File: config.mk
export PLATFORM = sky130hd
export DESIGN_NAME = aml_s5_sleep_type_scanner
export DESIGN_NICKNAME = d
export VERILOG_FILES = /design/src/rtl/core/s5scan_pkg.sv /design/src/rtl/core/aml_s5_sleep_type_scanner.sv /design/src/rtl/core/s5scan_front.sv /design/src/rtl/core/s5scan_fifo.sv /design/src/rtl/core/s5scan_back.sv
export SDC_FILE = /design/constraint.sdc
export NUM_CORES = 1
export LEC_CHECK = 0
export ABC_AREA = 1
export BUFFER_PORTS_ARGS = -buffer_cell sky130_fd_sc_hd__clkbuf_2
export CAP_MARGIN = 20
export CORE_MARGIN = 2
export CORE_UTILIZATION = 46
export DETAILED_ROUTE_END_ITERATION = 8
export GPL_TIMING_DRIVEN = 0
export PLACE_DENSITY = 0.65
export REMOVE_ABC_BUFFERS = 1
export SLEW_MARGIN = 10
export SYNTH_ARGS = -nofsm -noshare
export SYNTH_HDL_FRONTEND = slang
export SYNTH_SLANG_ARGS = --single-unit
File: constraint.sdc
create_clock -name clk -period 9 [get_ports clk]
set_input_delay 1.8 -clock clk [delete_from_list [all_inputs] [get_ports clk]]
set_output_delay 1.8 -clock clk [all_outputs]
set_load 0.05 [all_outputs]
File: src/rtl/core/s5scan_pkg.sv
// Shared types and constants for the S5 sleep-type scanner.
// Used by every module under rtl/core; depends on nothing.

package s5scan_pkg;

  // One input word from the byte stream.
  typedef struct packed {
    logic [7:0] data_byte;
    logic       last_byte;
  } item_t;

  // One result word, produced once per stream.
  typedef struct packed {
    logic       found;
    logic [2:0] sleep_type_a;
    logic [2:0] sleep_type_b;
  } result_t;

  // A stream byte with its integer-opcode class attached.
  typedef struct packed {
    logic [7:0] data;
    logic       int_ok;     // usable as the opcode of a package integer
    logic [3:0] int_extra;  // bytes after a prefix, zero for a bare constant
  } cbyte_t;

  // Classified word as it travels from front to back.
  typedef struct packed {
    cbyte_t b;
    logic   last;
  } cword_t;

  localparam logic [7:0] NAME_CHAR_0 = 8'h5F;  // '_'
  localparam logic [7:0] NAME_CHAR_1 = 8'h53;  // 'S'
  localparam logic [7:0] NAME_CHAR_2 = 8'h35;  // '5'
  localparam logic [7:0] NAME_CHAR_3 = 8'h5F;  // '_'
  localparam logic [7:0] PACKAGE_OP  = 8'h12;

  localparam logic [7:0] BYTE_PREFIX  = 8'h0A;
  localparam logic [7:0] WORD_PREFIX  = 8'h0B;
  localparam logic [7:0] DWORD_PREFIX = 8'h0C;
  localparam logic [7:0] QWORD_PREFIX = 8'h0E;
  localparam logic [7:0] CONST_MAX    = 8'h3F;
  localparam logic [2:0] TYPE_MASK    = 3'h7;

  localparam int FIFO_DEPTH = 4;

endpackage

File: src/rtl/core/aml_s5_sleep_type_scanner.sv
// Scans an AML byte stream for the first "_S5_" package and reports its two
// sleep types once per stream. Bytes enter one per cycle while the queue is not
// full: a front end tags each byte with its integer-opcode class and pushes it
// into a four-word queue; the back end drains the queue into a WINDOW_BYTES
// window and checks the candidate at the oldest entry in the same cycle it
// would slide out, so one byte per cycle is sustained while scanning. The byte
// marked last starts a drain of the window, one start position per cycle; the
// result register is then loaded once the output side is free. While draining
// and reporting, new bytes collect in the queue until it fills. A result waits
// on the output side without stopping intake of the next stream.
// Depends on s5scan_pkg, s5scan_front, s5scan_fifo and s5scan_back.

module aml_s5_sleep_type_scanner #(
  parameter int WINDOW_BYTES = 28
) (
  input  logic                 clk,
  input  logic                 rst,
  input  logic                 push,
  output logic                 full,
  input  s5scan_pkg::item_t    item,
  output logic                 empty,
  input  logic                 pop,
  output s5scan_pkg::result_t  result
);

  logic                 wr_en;
  s5scan_pkg::cword_t   wr_word;
  logic                 q_empty;
  logic                 q_take;
  s5scan_pkg::cword_t   q_word;

  s5scan_front u_front (
    .push      (push),
    .fifo_full (full),
    .item      (item),
    .wr_en     (wr_en),
    .wr_word   (wr_word)
  );

  s5scan_fifo u_fifo (
    .clk     (clk),
    .rst     (rst),
    .wr_en   (wr_en),
    .wr_data (wr_word),
    .full    (full),
    .rd_en   (q_take),
    .rd_data (q_word),
    .empty   (q_empty)
  );

  s5scan_back #(
    .WINDOW_BYTES (WINDOW_BYTES)
  ) u_back (
    .clk      (clk),
    .rst      (rst),
    .in_valid (!q_empty),
    .in_word  (q_word),
    .in_take  (q_take),
    .empty    (empty),
    .pop      (pop),
    .result   (result)
  );

endmodule

File: src/rtl/core/s5scan_front.sv
// Front end: accepts stream bytes and tags each with its integer-opcode class.
// Depends on s5scan_pkg; feeds s5scan_fifo.

module s5scan_front (
  input  logic                 push,
  input  logic                 fifo_full,
  input  s5scan_pkg::item_t    item,
  output logic                 wr_en,
  output s5scan_pkg::cword_t   wr_word
);

  always_comb begin
    wr_en             = push && !fifo_full;
    wr_word.last      = item.last_byte;
    wr_word.b.data    = item.data_byte;
    wr_word.b.int_ok  = 1'b1;
    wr_word.b.int_extra = 4'd0;
    unique case (item.data_byte)
      s5scan_pkg::BYTE_PREFIX:  wr_word.b.int_extra = 4'd1;
      s5scan_pkg::WORD_PREFIX:  wr_word.b.int_extra = 4'd2;
      s5scan_pkg::DWORD_PREFIX: wr_word.b.int_extra = 4'd4;
      s5scan_pkg::QWORD_PREFIX: wr_word.b.int_extra = 4'd8;
      default: begin
        // bare constant opcode, or nothing an integer may start with
        wr_word.b.int_ok = (item.data_byte <= s5scan_pkg::CONST_MAX);
      end
    endcase
  end

endmodule

File: src/rtl/core/s5scan_fifo.sv
// Short queue between the classifying front end and the window back end.
// Depends on s5scan_pkg for the word type and depth.

module s5scan_fifo (
  input  logic                 clk,
  input  logic                 rst,
  input  logic                 wr_en,
  input  s5scan_pkg::cword_t   wr_data,
  output logic                 full,
  input  logic                 rd_en,
  output s5scan_pkg::cword_t   rd_data,
  output logic                 empty
);

  localparam int PTR_W = $clog2(s5scan_pkg::FIFO_DEPTH);
  localparam int CNT_W = $clog2(s5scan_pkg::FIFO_DEPTH + 1);

  s5scan_pkg::cword_t mem [s5scan_pkg::FIFO_DEPTH];
  logic [PTR_W-1:0]   wr_ptr;
  logic [PTR_W-1:0]   rd_ptr;
  logic [CNT_W-1:0]   count;

  assign full    = (count == CNT_W'(s5scan_pkg::FIFO_DEPTH));
  assign empty   = (count == '0);
  assign rd_data = mem[rd_ptr];

  always_ff @(posedge clk) begin
    if (wr_en) begin
      mem[wr_ptr] <= wr_data;
    end
  end

  always_ff @(posedge clk) begin
    if (rst) begin
      wr_ptr <= '0;
      rd_ptr <= '0;
      count  <= '0;
    end else begin
      if (wr_en) begin
        wr_ptr <= wr_ptr + PTR_W'(1);
      end
      if (rd_en) begin
        rd_ptr <= rd_ptr + PTR_W'(1);
      end
      if (wr_en && !rd_en) begin
        count <= count + CNT_W'(1);
      end else if (!wr_en && rd_en) begin
        count <= count - CNT_W'(1);
      end
    end
  end

endmodule

File: src/rtl/core/s5scan_back.sv
// Back end: byte window, candidate check at the oldest entry, end-of-stream
// drain and the result register. Depends on s5scan_pkg.

module s5scan_back #(
  parameter int WINDOW_BYTES = 28
) (
  input  logic                 clk,
  input  logic                 rst,
  input  logic                 in_valid,
  input  s5scan_pkg::cword_t   in_word,
  output logic                 in_take,
  output logic                 empty,
  input  logic                 pop,
  output s5scan_pkg::result_t  result
);

  localparam int IDX_W  = $clog2(WINDOW_BYTES);
  localparam int FILL_W = $clog2(WINDOW_BYTES + 1);
  localparam int POS_W  = FILL_W + 1;

  typedef enum logic [1:0] {ST_RUN, ST_DRAIN, ST_REPORT} state_t;

  state_t                  state;
  s5scan_pkg::cbyte_t      win [WINDOW_BYTES];
  logic [FILL_W-1:0]       fill;
  logic                    match_seen;
  logic [2:0]              held_a;
  logic [2:0]              held_b;
  logic                    out_valid;
  s5scan_pkg::result_t     out_q;

  logic                    win_full;
  logic                    shift_push;
  logic                    judge_en;
  logic                    hit;
  logic                    out_free;

  // candidate check signals
  logic [POS_W-1:0]        av;
  logic [1:0]              more;
  logic [POS_W-1:0]        p1;
  logic [POS_W-1:0]        p2;
  s5scan_pkg::cbyte_t      op1;
  s5scan_pkg::cbyte_t      op2;
  logic [7:0]              v1;
  logic [7:0]              v2;
  logic [3:0]              off2;
  logic                    hdr_ok;
  logic                    len_ok;
  logic                    i1_ok;
  logic                    i2_ok;
  logic [2:0]              type_a;
  logic [2:0]              type_b;

  assign win_full   = (fill == FILL_W'(WINDOW_BYTES));
  assign in_take    = (state == ST_RUN) && in_valid;
  assign shift_push = in_take && win_full;
  assign judge_en   = ((state == ST_RUN) && win_full) || (state == ST_DRAIN);
  assign out_free   = !out_valid || pop;
  assign empty      = !out_valid;
  assign result     = out_q;

  // Judge the candidate that starts at the oldest entry against fill bytes.
  always_comb begin
    av   = POS_W'(fill);
    more = win[5].data[7:6];
    p1   = POS_W'(7) + POS_W'(more);
    op1  = win[7];
    v1   = win[8].data;
    for (int k = 0; k < 4; k++) begin
      if (more == 2'(k)) begin
        op1 = win[7 + k];
        v1  = win[8 + k].data;
      end
    end
    off2 = 4'(more) + op1.int_extra;
    p2   = p1 + POS_W'(1) + POS_W'(op1.int_extra);
    op2  = win[8];
    v2   = win[9].data;
    for (int k = 0; k < 12; k++) begin
      if (off2 == 4'(k)) begin
        op2 = win[8 + k];
        v2  = win[9 + k].data;
      end
    end

    hdr_ok = (av >= POS_W'(5)) &&
             (win[0].data == s5scan_pkg::NAME_CHAR_0) &&
             (win[1].data == s5scan_pkg::NAME_CHAR_1) &&
             (win[2].data == s5scan_pkg::NAME_CHAR_2) &&
             (win[3].data == s5scan_pkg::NAME_CHAR_3) &&
             (win[4].data == s5scan_pkg::PACKAGE_OP);
    // length bytes plus the element count must all be present
    len_ok = (POS_W'(6) + POS_W'(more)) < av;
    i1_ok  = op1.int_ok && ((p1 + POS_W'(op1.int_extra)) < av);
    i2_ok  = op2.int_ok && ((p2 + POS_W'(op2.int_extra)) < av);

    type_a = ((op1.int_extra == 4'd0) ? op1.data[2:0] : v1[2:0]) & s5scan_pkg::TYPE_MASK;
    type_b = ((op2.int_extra == 4'd0) ? op2.data[2:0] : v2[2:0]) & s5scan_pkg::TYPE_MASK;

    hit = judge_en && !match_seen && hdr_ok && len_ok && i1_ok && i2_ok;
  end

  // Window storage: append until full, then slide; drain slides out the rest.
  always_ff @(posedge clk) begin
    if (shift_push || (state == ST_DRAIN)) begin
      for (int i = 0; i < WINDOW_BYTES - 1; i++) begin
        win[i] <= win[i + 1];
      end
      if (shift_push) begin
        win[WINDOW_BYTES - 1] <= in_word.b;
      end
    end else if (in_take) begin
      win[fill[IDX_W-1:0]] <= in_word.b;
    end
  end

  always_ff @(posedge clk) begin
    if (rst) begin
      state      <= ST_RUN;
      fill       <= '0;
      match_seen <= 1'b0;
      held_a     <= '0;
      held_b     <= '0;
      out_valid  <= 1'b0;
      out_q      <= '0;
    end else begin
      if (pop) begin
        out_valid <= 1'b0;
      end
      if (hit) begin
        match_seen <= 1'b1;
        held_a     <= type_a;
        held_b     <= type_b;
      end
      unique case (state)
        ST_RUN: begin
          if (in_take) begin
            if (!win_full) begin
              fill <= fill + FILL_W'(1);
            end
            if (in_word.last) begin
              state <= ST_DRAIN;
            end
          end
        end
        ST_DRAIN: begin
          // judge every remaining start, oldest first
          fill <= fill - FILL_W'(1);
          if (fill == FILL_W'(1)) begin
            state <= ST_REPORT;
          end
        end
        ST_REPORT: begin
          if (out_free) begin
            out_valid          <= 1'b1;
            out_q.found        <= match_seen;
            out_q.sleep_type_a <= match_seen ? held_a : 3'd0;
            out_q.sleep_type_b <= match_seen ? held_b : 3'd0;
            match_seen         <= 1'b0;
            held_a             <= '0;
            held_b             <= '0;
            state              <= ST_RUN;
          end
        end
        default: begin
          state <= ST_RUN;
        end
      endcase
    end
  end

endmodule
==> qor.csv, run 1 <==
metric;value;unit
leakagePower;8.93;nW
rows;76;
initial_utilization;0.469;
antenna_cells;0;
rsz0062_at_grt;false;
cpMostUsedCell;nand2_1;
fin_setup_tns;0;ns
synth.top_cell.area_share;0.570;
endpoint_kind;flip-flop;
cts.path.max_buffers;3;
power.internal;5.12;mW
grt.total_usage;0.209;
wirelength;47900;um
areaGrowthSynthToFinish;10.5;%
gp_congestion;0.891;
maxCapViolCount;0;
cts-hold-fix-buffers;0;
hpwl;32700;um
critPathBufInv;5;
status;finished, final reports clean;
cts_tree;built;
drive_gt1_frac;0.0664;
slowest_delay;0.61;ns
clock-sinks;416;
maxSlewHeadroom;0.272;
io_pins;22;
clock_latency;0.57;ns
grt_pass1_vias;14300;
dieWidth;214;um
cp_top_family;simple AND/OR/NAND/NOR gates;
htree_levels;2;
p_seq_frac;0.335;
syn_inst;2172;
io_buffers;21;
p_switching;3.81;mW
synth_edf_count;385;
synth_ff_type;edfxtp_1;
power_density;399;nW/um2
clockRootBuffer;clkbuf_16;
vias;14800;
cp.arrival;9.03;ns
hold_violations;0;
drt_first_pass_iters;8;
core_region_area;43300;um2
globalRouteMet1Util;0.270;
switching_share;0.427;
worst_path_max_delay_cell;fa_1;
grt_overflow_total;0;
grt_use_met3;0.0376;
antenna_found_initial;0;
grt_max_degree;30;
fin_total_pwr;8.93;mW
grt_pass1_wl;76000;um
synth_top_area_cell;edfxtp_1;
irDropWorstVdd;365;uV
drtIter0Drc;1333;
wl_per_cell;17.3;um
min_period;8.54;ns
whs;0.446;ns
synthDistinctLibCells;49;
crit_type;flip-flop to flip-flop;
cp_max_fo;17;
async_flop_share;0;
hold_path.class;flip-flop to flip-flop;
finClkSkew;0.0252;ns
die_height;214;um
synth-seq-cells;416;
tightestPinTransition;1.09;ns
avgSynthCellArea;9.33;um2
seq_area_frac_synth;0.601;
setup-violations-final;0;
cp.required;9.49;ns
clkPwrFrac;0.197;
syn_area;20300;um2
top_usage_layer;met2;
ant_nets;0;
start_kind;flip-flop;
fmax;117;MHz
synthTopCellsByArea;edfxtp_1 57%, nand2_1 13%, o21ai_0 7.8%;
numCtsBuffers;45;
grt_use_met2;0.352;
clkTransAtPathRegs;0.06;ns
routed_via_density;5.36;
synth_common_cells;700 x nand2_1, 385 x edfxtp_1, 314 x o21ai_0;
ys_warn_count;0;
postLayoutCoreUtil;0.518;
nets;2206;
drc;0;
final_max_slew_viol_count;0;
finalCritPeriodShare;0.949;
die_area;45800;um2
comb_power_share;0.468;
yosysMostFrequentCell;nand2_1;
per-layer routing:
metal / wire, um / up-vias / part of all wire
met3: 3460 / 102 / 0.072
met4: 1460 / 0 / 0.030
met1: 20100 / 6995 / 0.42
li1: - / 7259 / -
met5: 0 / - / 0
met2: 22800 / 467 / 0.48
worst min-delay path, cell delays in order, from the launching register on:
cell	delay, ns
dfxtp_1	0.31
nand2_1	0.06
nand2_1	0.04
final cells by class:
type,count,area [um2]
tap,585,732
fill,3784,20900
multi-input combinational,1423,6930
timing repair buffer,33,313
sequential,416,12200
clock buffer,57,1170
clock inverter,23,208
inverter,231,870
path summary, 6_finish.rpt:
check / start / end / slack [ns] / depth (start not counted)
worst min register to register: u_back.result[6] / u_back.result[6] / 0.45 / 2
worst max-delay path: u_back.win[5][11] / u_back.held_a[0] / 0.46 / 40
worst min-delay path: u_back.result[6] / u_back.result[6] / 0.45 / 2
worst max register to register: u_back.win[5][11] / u_back.held_a[0] / 0.46 / 40
per-stage QoR:
step	setup WS, ns	instances	area [um2]
floorplan	2.30	2070	19900
global placement	0.373	2676	20700
detailed placement	0.238	2685	21000
CTS	0.180	2765	22300
global route	0.00741	2768	22400
finish	0.456	2768	22400
cells in the final DEF (no fill, tap or decap), drive strengths merged, types with 11 or more instances in the layout:
cell | netlist | final
dfxtp | 31 | 31
nand2 | 710 | 710
ha | 36 | 36
clkinv | 4 | 23
o211ai | 15 | 15
nor3 | 11 | 11
edfxtp | 385 | 385
o21ai | 323 | 323
a21oi | 79 | 79
nor4 | 13 | 13
clkbuf | 91 | 78
nor2 | 105 | 105
buf | 11 | 12
nand4 | 13 | 13
nand3 | 61 | 61
inv | 227 | 228
logic make-up (layout without fill, tap and decap cells):
logic type	Yosys count	after routing	synth area share
buf+inv	333	344	0.0630
fa+ha+maj	43	43	0.0291
flops	416	416	0.601
compound gates	452	452	0.119
xor+xnor	8	8	0.00346
mux	2	2	0.00111
simple gates	918	918	0.184
sequential cells by signal, indices dropped and copies added, names as in the netlist, named ones only:
signal	count
u_fifo.mem	56
u_back.result	7
u_fifo.rd_ptr	2
u_back.state	2
u_fifo.count	3
u_back.held_b	3
u_back.fill	5
u_back.held_a	3
u_back.win	329
u_fifo.wr_ptr	2
u_back.out_valid	1
u_back.match_seen	1
power groups by stage:
| stage | Combinational [mW] | Clock, mW | Sequential [mW] |
|---|---|---|---|
| 2_1_floorplan | 2.76 | 0 | 2.94 |
| 3_3_place_gp | 3.84 | 0 | 3.02 |
| 3_5_place_dp | 4.07 | 0 | 3.02 |
| 4_1_cts | 4.10 | 1.78 | 2.99 |
| 5_1_grt | 4.71 | 1.85 | 3.04 |
| 6_report | 4.18 | 1.76 | 2.99 |
timing repair:
| item | in CTS | in global routing |
|---|---|---|
| buffers inserted | 0 | 0 |
| setup endpoints to repair | 0 | 7 |
| resized for setup | 0 | 6 |
| endpoints found under the hold margin | 0 | 0 |
Note: power is estimated with default switching activity, not from simulation.
==> inputs of run 2 (changes only) <==
--- a/config.mk
+++ b/config.mk
@@ -8,10 +8,9 @@
 export ABC_AREA = 1
 export BUFFER_PORTS_ARGS = -buffer_cell sky130_fd_sc_hd__clkbuf_2
 export CAP_MARGIN = 20
-export CORE_MARGIN = 2
+export CORE_MARGIN = 10
 export CORE_UTILIZATION = 46
 export DETAILED_ROUTE_END_ITERATION = 8
-export GPL_TIMING_DRIVEN = 0
 export PLACE_DENSITY = 0.65
 export REMOVE_ABC_BUFFERS = 1
 export SLEW_MARGIN = 10
==> run 2 against run 1 <==
Effect of this change:
- sequential share of layout area about the same
- utilization decreased by 0.076 points
- wire length grew 8.9%
- final cell count grew 0.51%
- sequential power about the same
- non-clock buffer count grew 11
- worst hold slack gained 0.0082 ns
- largest power group unchanged
==> qor.csv, run 2 (synthesis results as in run 1) <==
metric;value;unit;change
status;finished, final reports clean;;
nets;2217;;+0.50%
grt_max_degree;30;;unchanged
routed_via_density;5.37;;+0.20%
clock-sinks;416;;unchanged
fin_area;22400;um2;about the same
hpwl;35900;um;+9.8%
leakagePower;9.00;nW;+0.80%
dpl-instance-area;20900;um2;about the same
numCtsBuffers;45;;unchanged
grt_pass1_wl;81000;um;+6.5%
met1_length;22200;um;+11%
grt_overflow_total;0;;unchanged
maxCapViolCount;0;;unchanged
cts_tree;built;;
hold_path.class;flip-flop to flip-flop;;
drc;0;;unchanged
cp.required;9.52;ns;+0.03 ns
grt_pass1_vias;14200;;-0.74%
grt.total_usage;0.196;;-0.0131
maxSlewHeadroom;0.285;;+0.0132
wirelength;52100;um;+8.9%
initial_utilization;0.468;;-0.00103
largest_reg_flops;329;;unchanged
wl_met2;24300;um;+6.3%
core_region_area;43400;um2;+0.22%
die_area;52900;um2;+16%
cpMostUsedCell;inv_1;;
cp_top_family;simple AND/OR/NAND/NOR gates;;
cts.path.max_buffers;3;;unchanged
cp_max_fo;15;;-2
endpoint_kind;flip-flop;;
final_cell_mix;700 x nand2_1, 385 x edfxtp_1, 314 x o21ai_0, 215 x inv_1, 100 x nor2_1;;
htree_levels;2;;unchanged
vias;14900;;+0.71%
die_height;230;um;+7.5%
final_common_cell;nand2_1;;
fin_setup_tns;0;ns;unchanged
io_pins;22;;unchanged
finalCritPeriodShare;0.903;;-0.0460
power_density;402;nW/um2;+0.92%
drt_first_pass_iters;5;;-3
setup-violations-final;0;;unchanged
clock_latency;0.59;ns;+0.02 ns
final_max_slew_viol_count;0;;unchanged
crit_type;flip-flop to flip-flop;;
cts-hold-fix-buffers;0;;unchanged
wl_per_cell;18.7;um;+8.4%
areaGrowthSynthToFinish;10.6;%;about the same
ant_nets;0;;unchanged
post_cts_buffers;0;;unchanged
final-instance-count-excl-fill;2782;;+0.51%
rsz0062_at_grt;false;;
max_flop_register;u_back.win;;
cp.arrival;8.65;ns;-0.38 ns
drtIter0Drc;1513;;+14%
start_kind;flip-flop;;
clkTransAtPathRegs;0.06;ns;about the same
post-place-cells;2698;;+0.48%
dr.max_layer_used;met5;;
fill_cells;3917;;+3.5%
hold_violations;0;;unchanged
clockRootBuffer;clkbuf_16;;
antenna_found_initial;3;;+3
irDropWorstVdd;305;uV;-16%
finClkSkew;0.0237;ns;-0.00156 ns
min_period;8.13;ns;-0.414 ns
worst_path_max_delay_cell;ha_1;;
rows;76;;unchanged
dieWidth;230;um;+7.5%
tightestPinTransition;1.07;ns;-0.0198 ns
wl_met3;3860;um;+11%
drive_gt1_frac;0.0729;;+0.00644
gp_congestion;0.965;;+8.2%
critPathBufInv;9;;+4
io_buffers;21;;unchanged
fmax;123;MHz;+5.1%
cts-resized-gates;0;;unchanged
slowest_delay;0.54;ns;-0.07 ns
run 2: cell count changes in the layout (fill, tap and decap cells not counted), moves of 4 or more:
cell and delta:
nor2_1 +6, clkinv_2 +9, buf_4 +21, clkbuf_1 -9, nor2_2 -4
run 2: final cells by class:
class | count | area [um2] | area share
diodes | 1 | 2.50 | 0.000112
clock buffers | 48 | 1140 | 0.0507
clock inverters | 34 | 329 | 0.0147
inverters | 231 | 870 | 0.0388
multi-input cells | 1423 | 6890 | 0.307
flip-flops and latches | 416 | 12200 | 0.543
well taps | 585 | 732 | 0.0326
repair buffers | 44 | 275 | 0.0123
run 2: final timing paths:
| check | start | endpoint | slack, ns | depth (start not counted) |
|---|---|---|---|---|
| worst max-delay path | u_back.win[5][12] | u_back.held_a[0] | 0.87 | 42 |
| worst min-delay path | u_back.result[6] | u_back.result[6] | 0.45 | 2 |
| worst max register to register | u_back.win[5][12] | u_back.held_a[0] | 0.87 | 42 |
| worst min register to register | u_back.result[6] | u_back.result[6] | 0.45 | 2 |
run 2: through the flow:
stage	util	hold slack (ns)	worst slack, ns	total power, mW
4_1_cts	0.517	0.459	0.937	9.02
5_1_grt	0.517	0.486	0.186	9.64
6_report	0.517	0.454	0.870	9.02
3_3_place_gp	0.483	0.427	1.31	7.08
2_1_floorplan	-	0.425	2.30	5.70
3_5_place_dp	0.483	0.447	0.959	7.15
run 2: worst reg2reg max path, delay by kind of cell, from the launching register on:
family                   cells  cell delay, ns
AO/OA/AOI/OAI                7            1.27
AND/OR/NAND/NOR             18            2.89
buffers and inverters        9            1.03
flip-flops                   1            0.47
XOR/XNOR                     1            0.15
adder cells (fa/ha/maj)      7            2.27
run 2: metal layers:
| layer | global-route usage | vias to the layer above |
|---|---|---|
| met5 | 0 | - |
| met4 | 0.0711 | 2 |
| met3 | 0.0385 | 105 |
| met2 | 0.320 | 526 |
| met1 | 0.254 | 7004 |
| li1 | - | 7291 |
run 2: where the power goes:
group          total, mW  leakage [nW]  switching [mW]  internal (mW)
Sequential          3.00          3.83           0.223           2.78
Combinational       4.17          4.44            2.90           1.27
Clock               1.85         0.732           0.782           1.07
Total               9.02          9.00            3.90           5.12
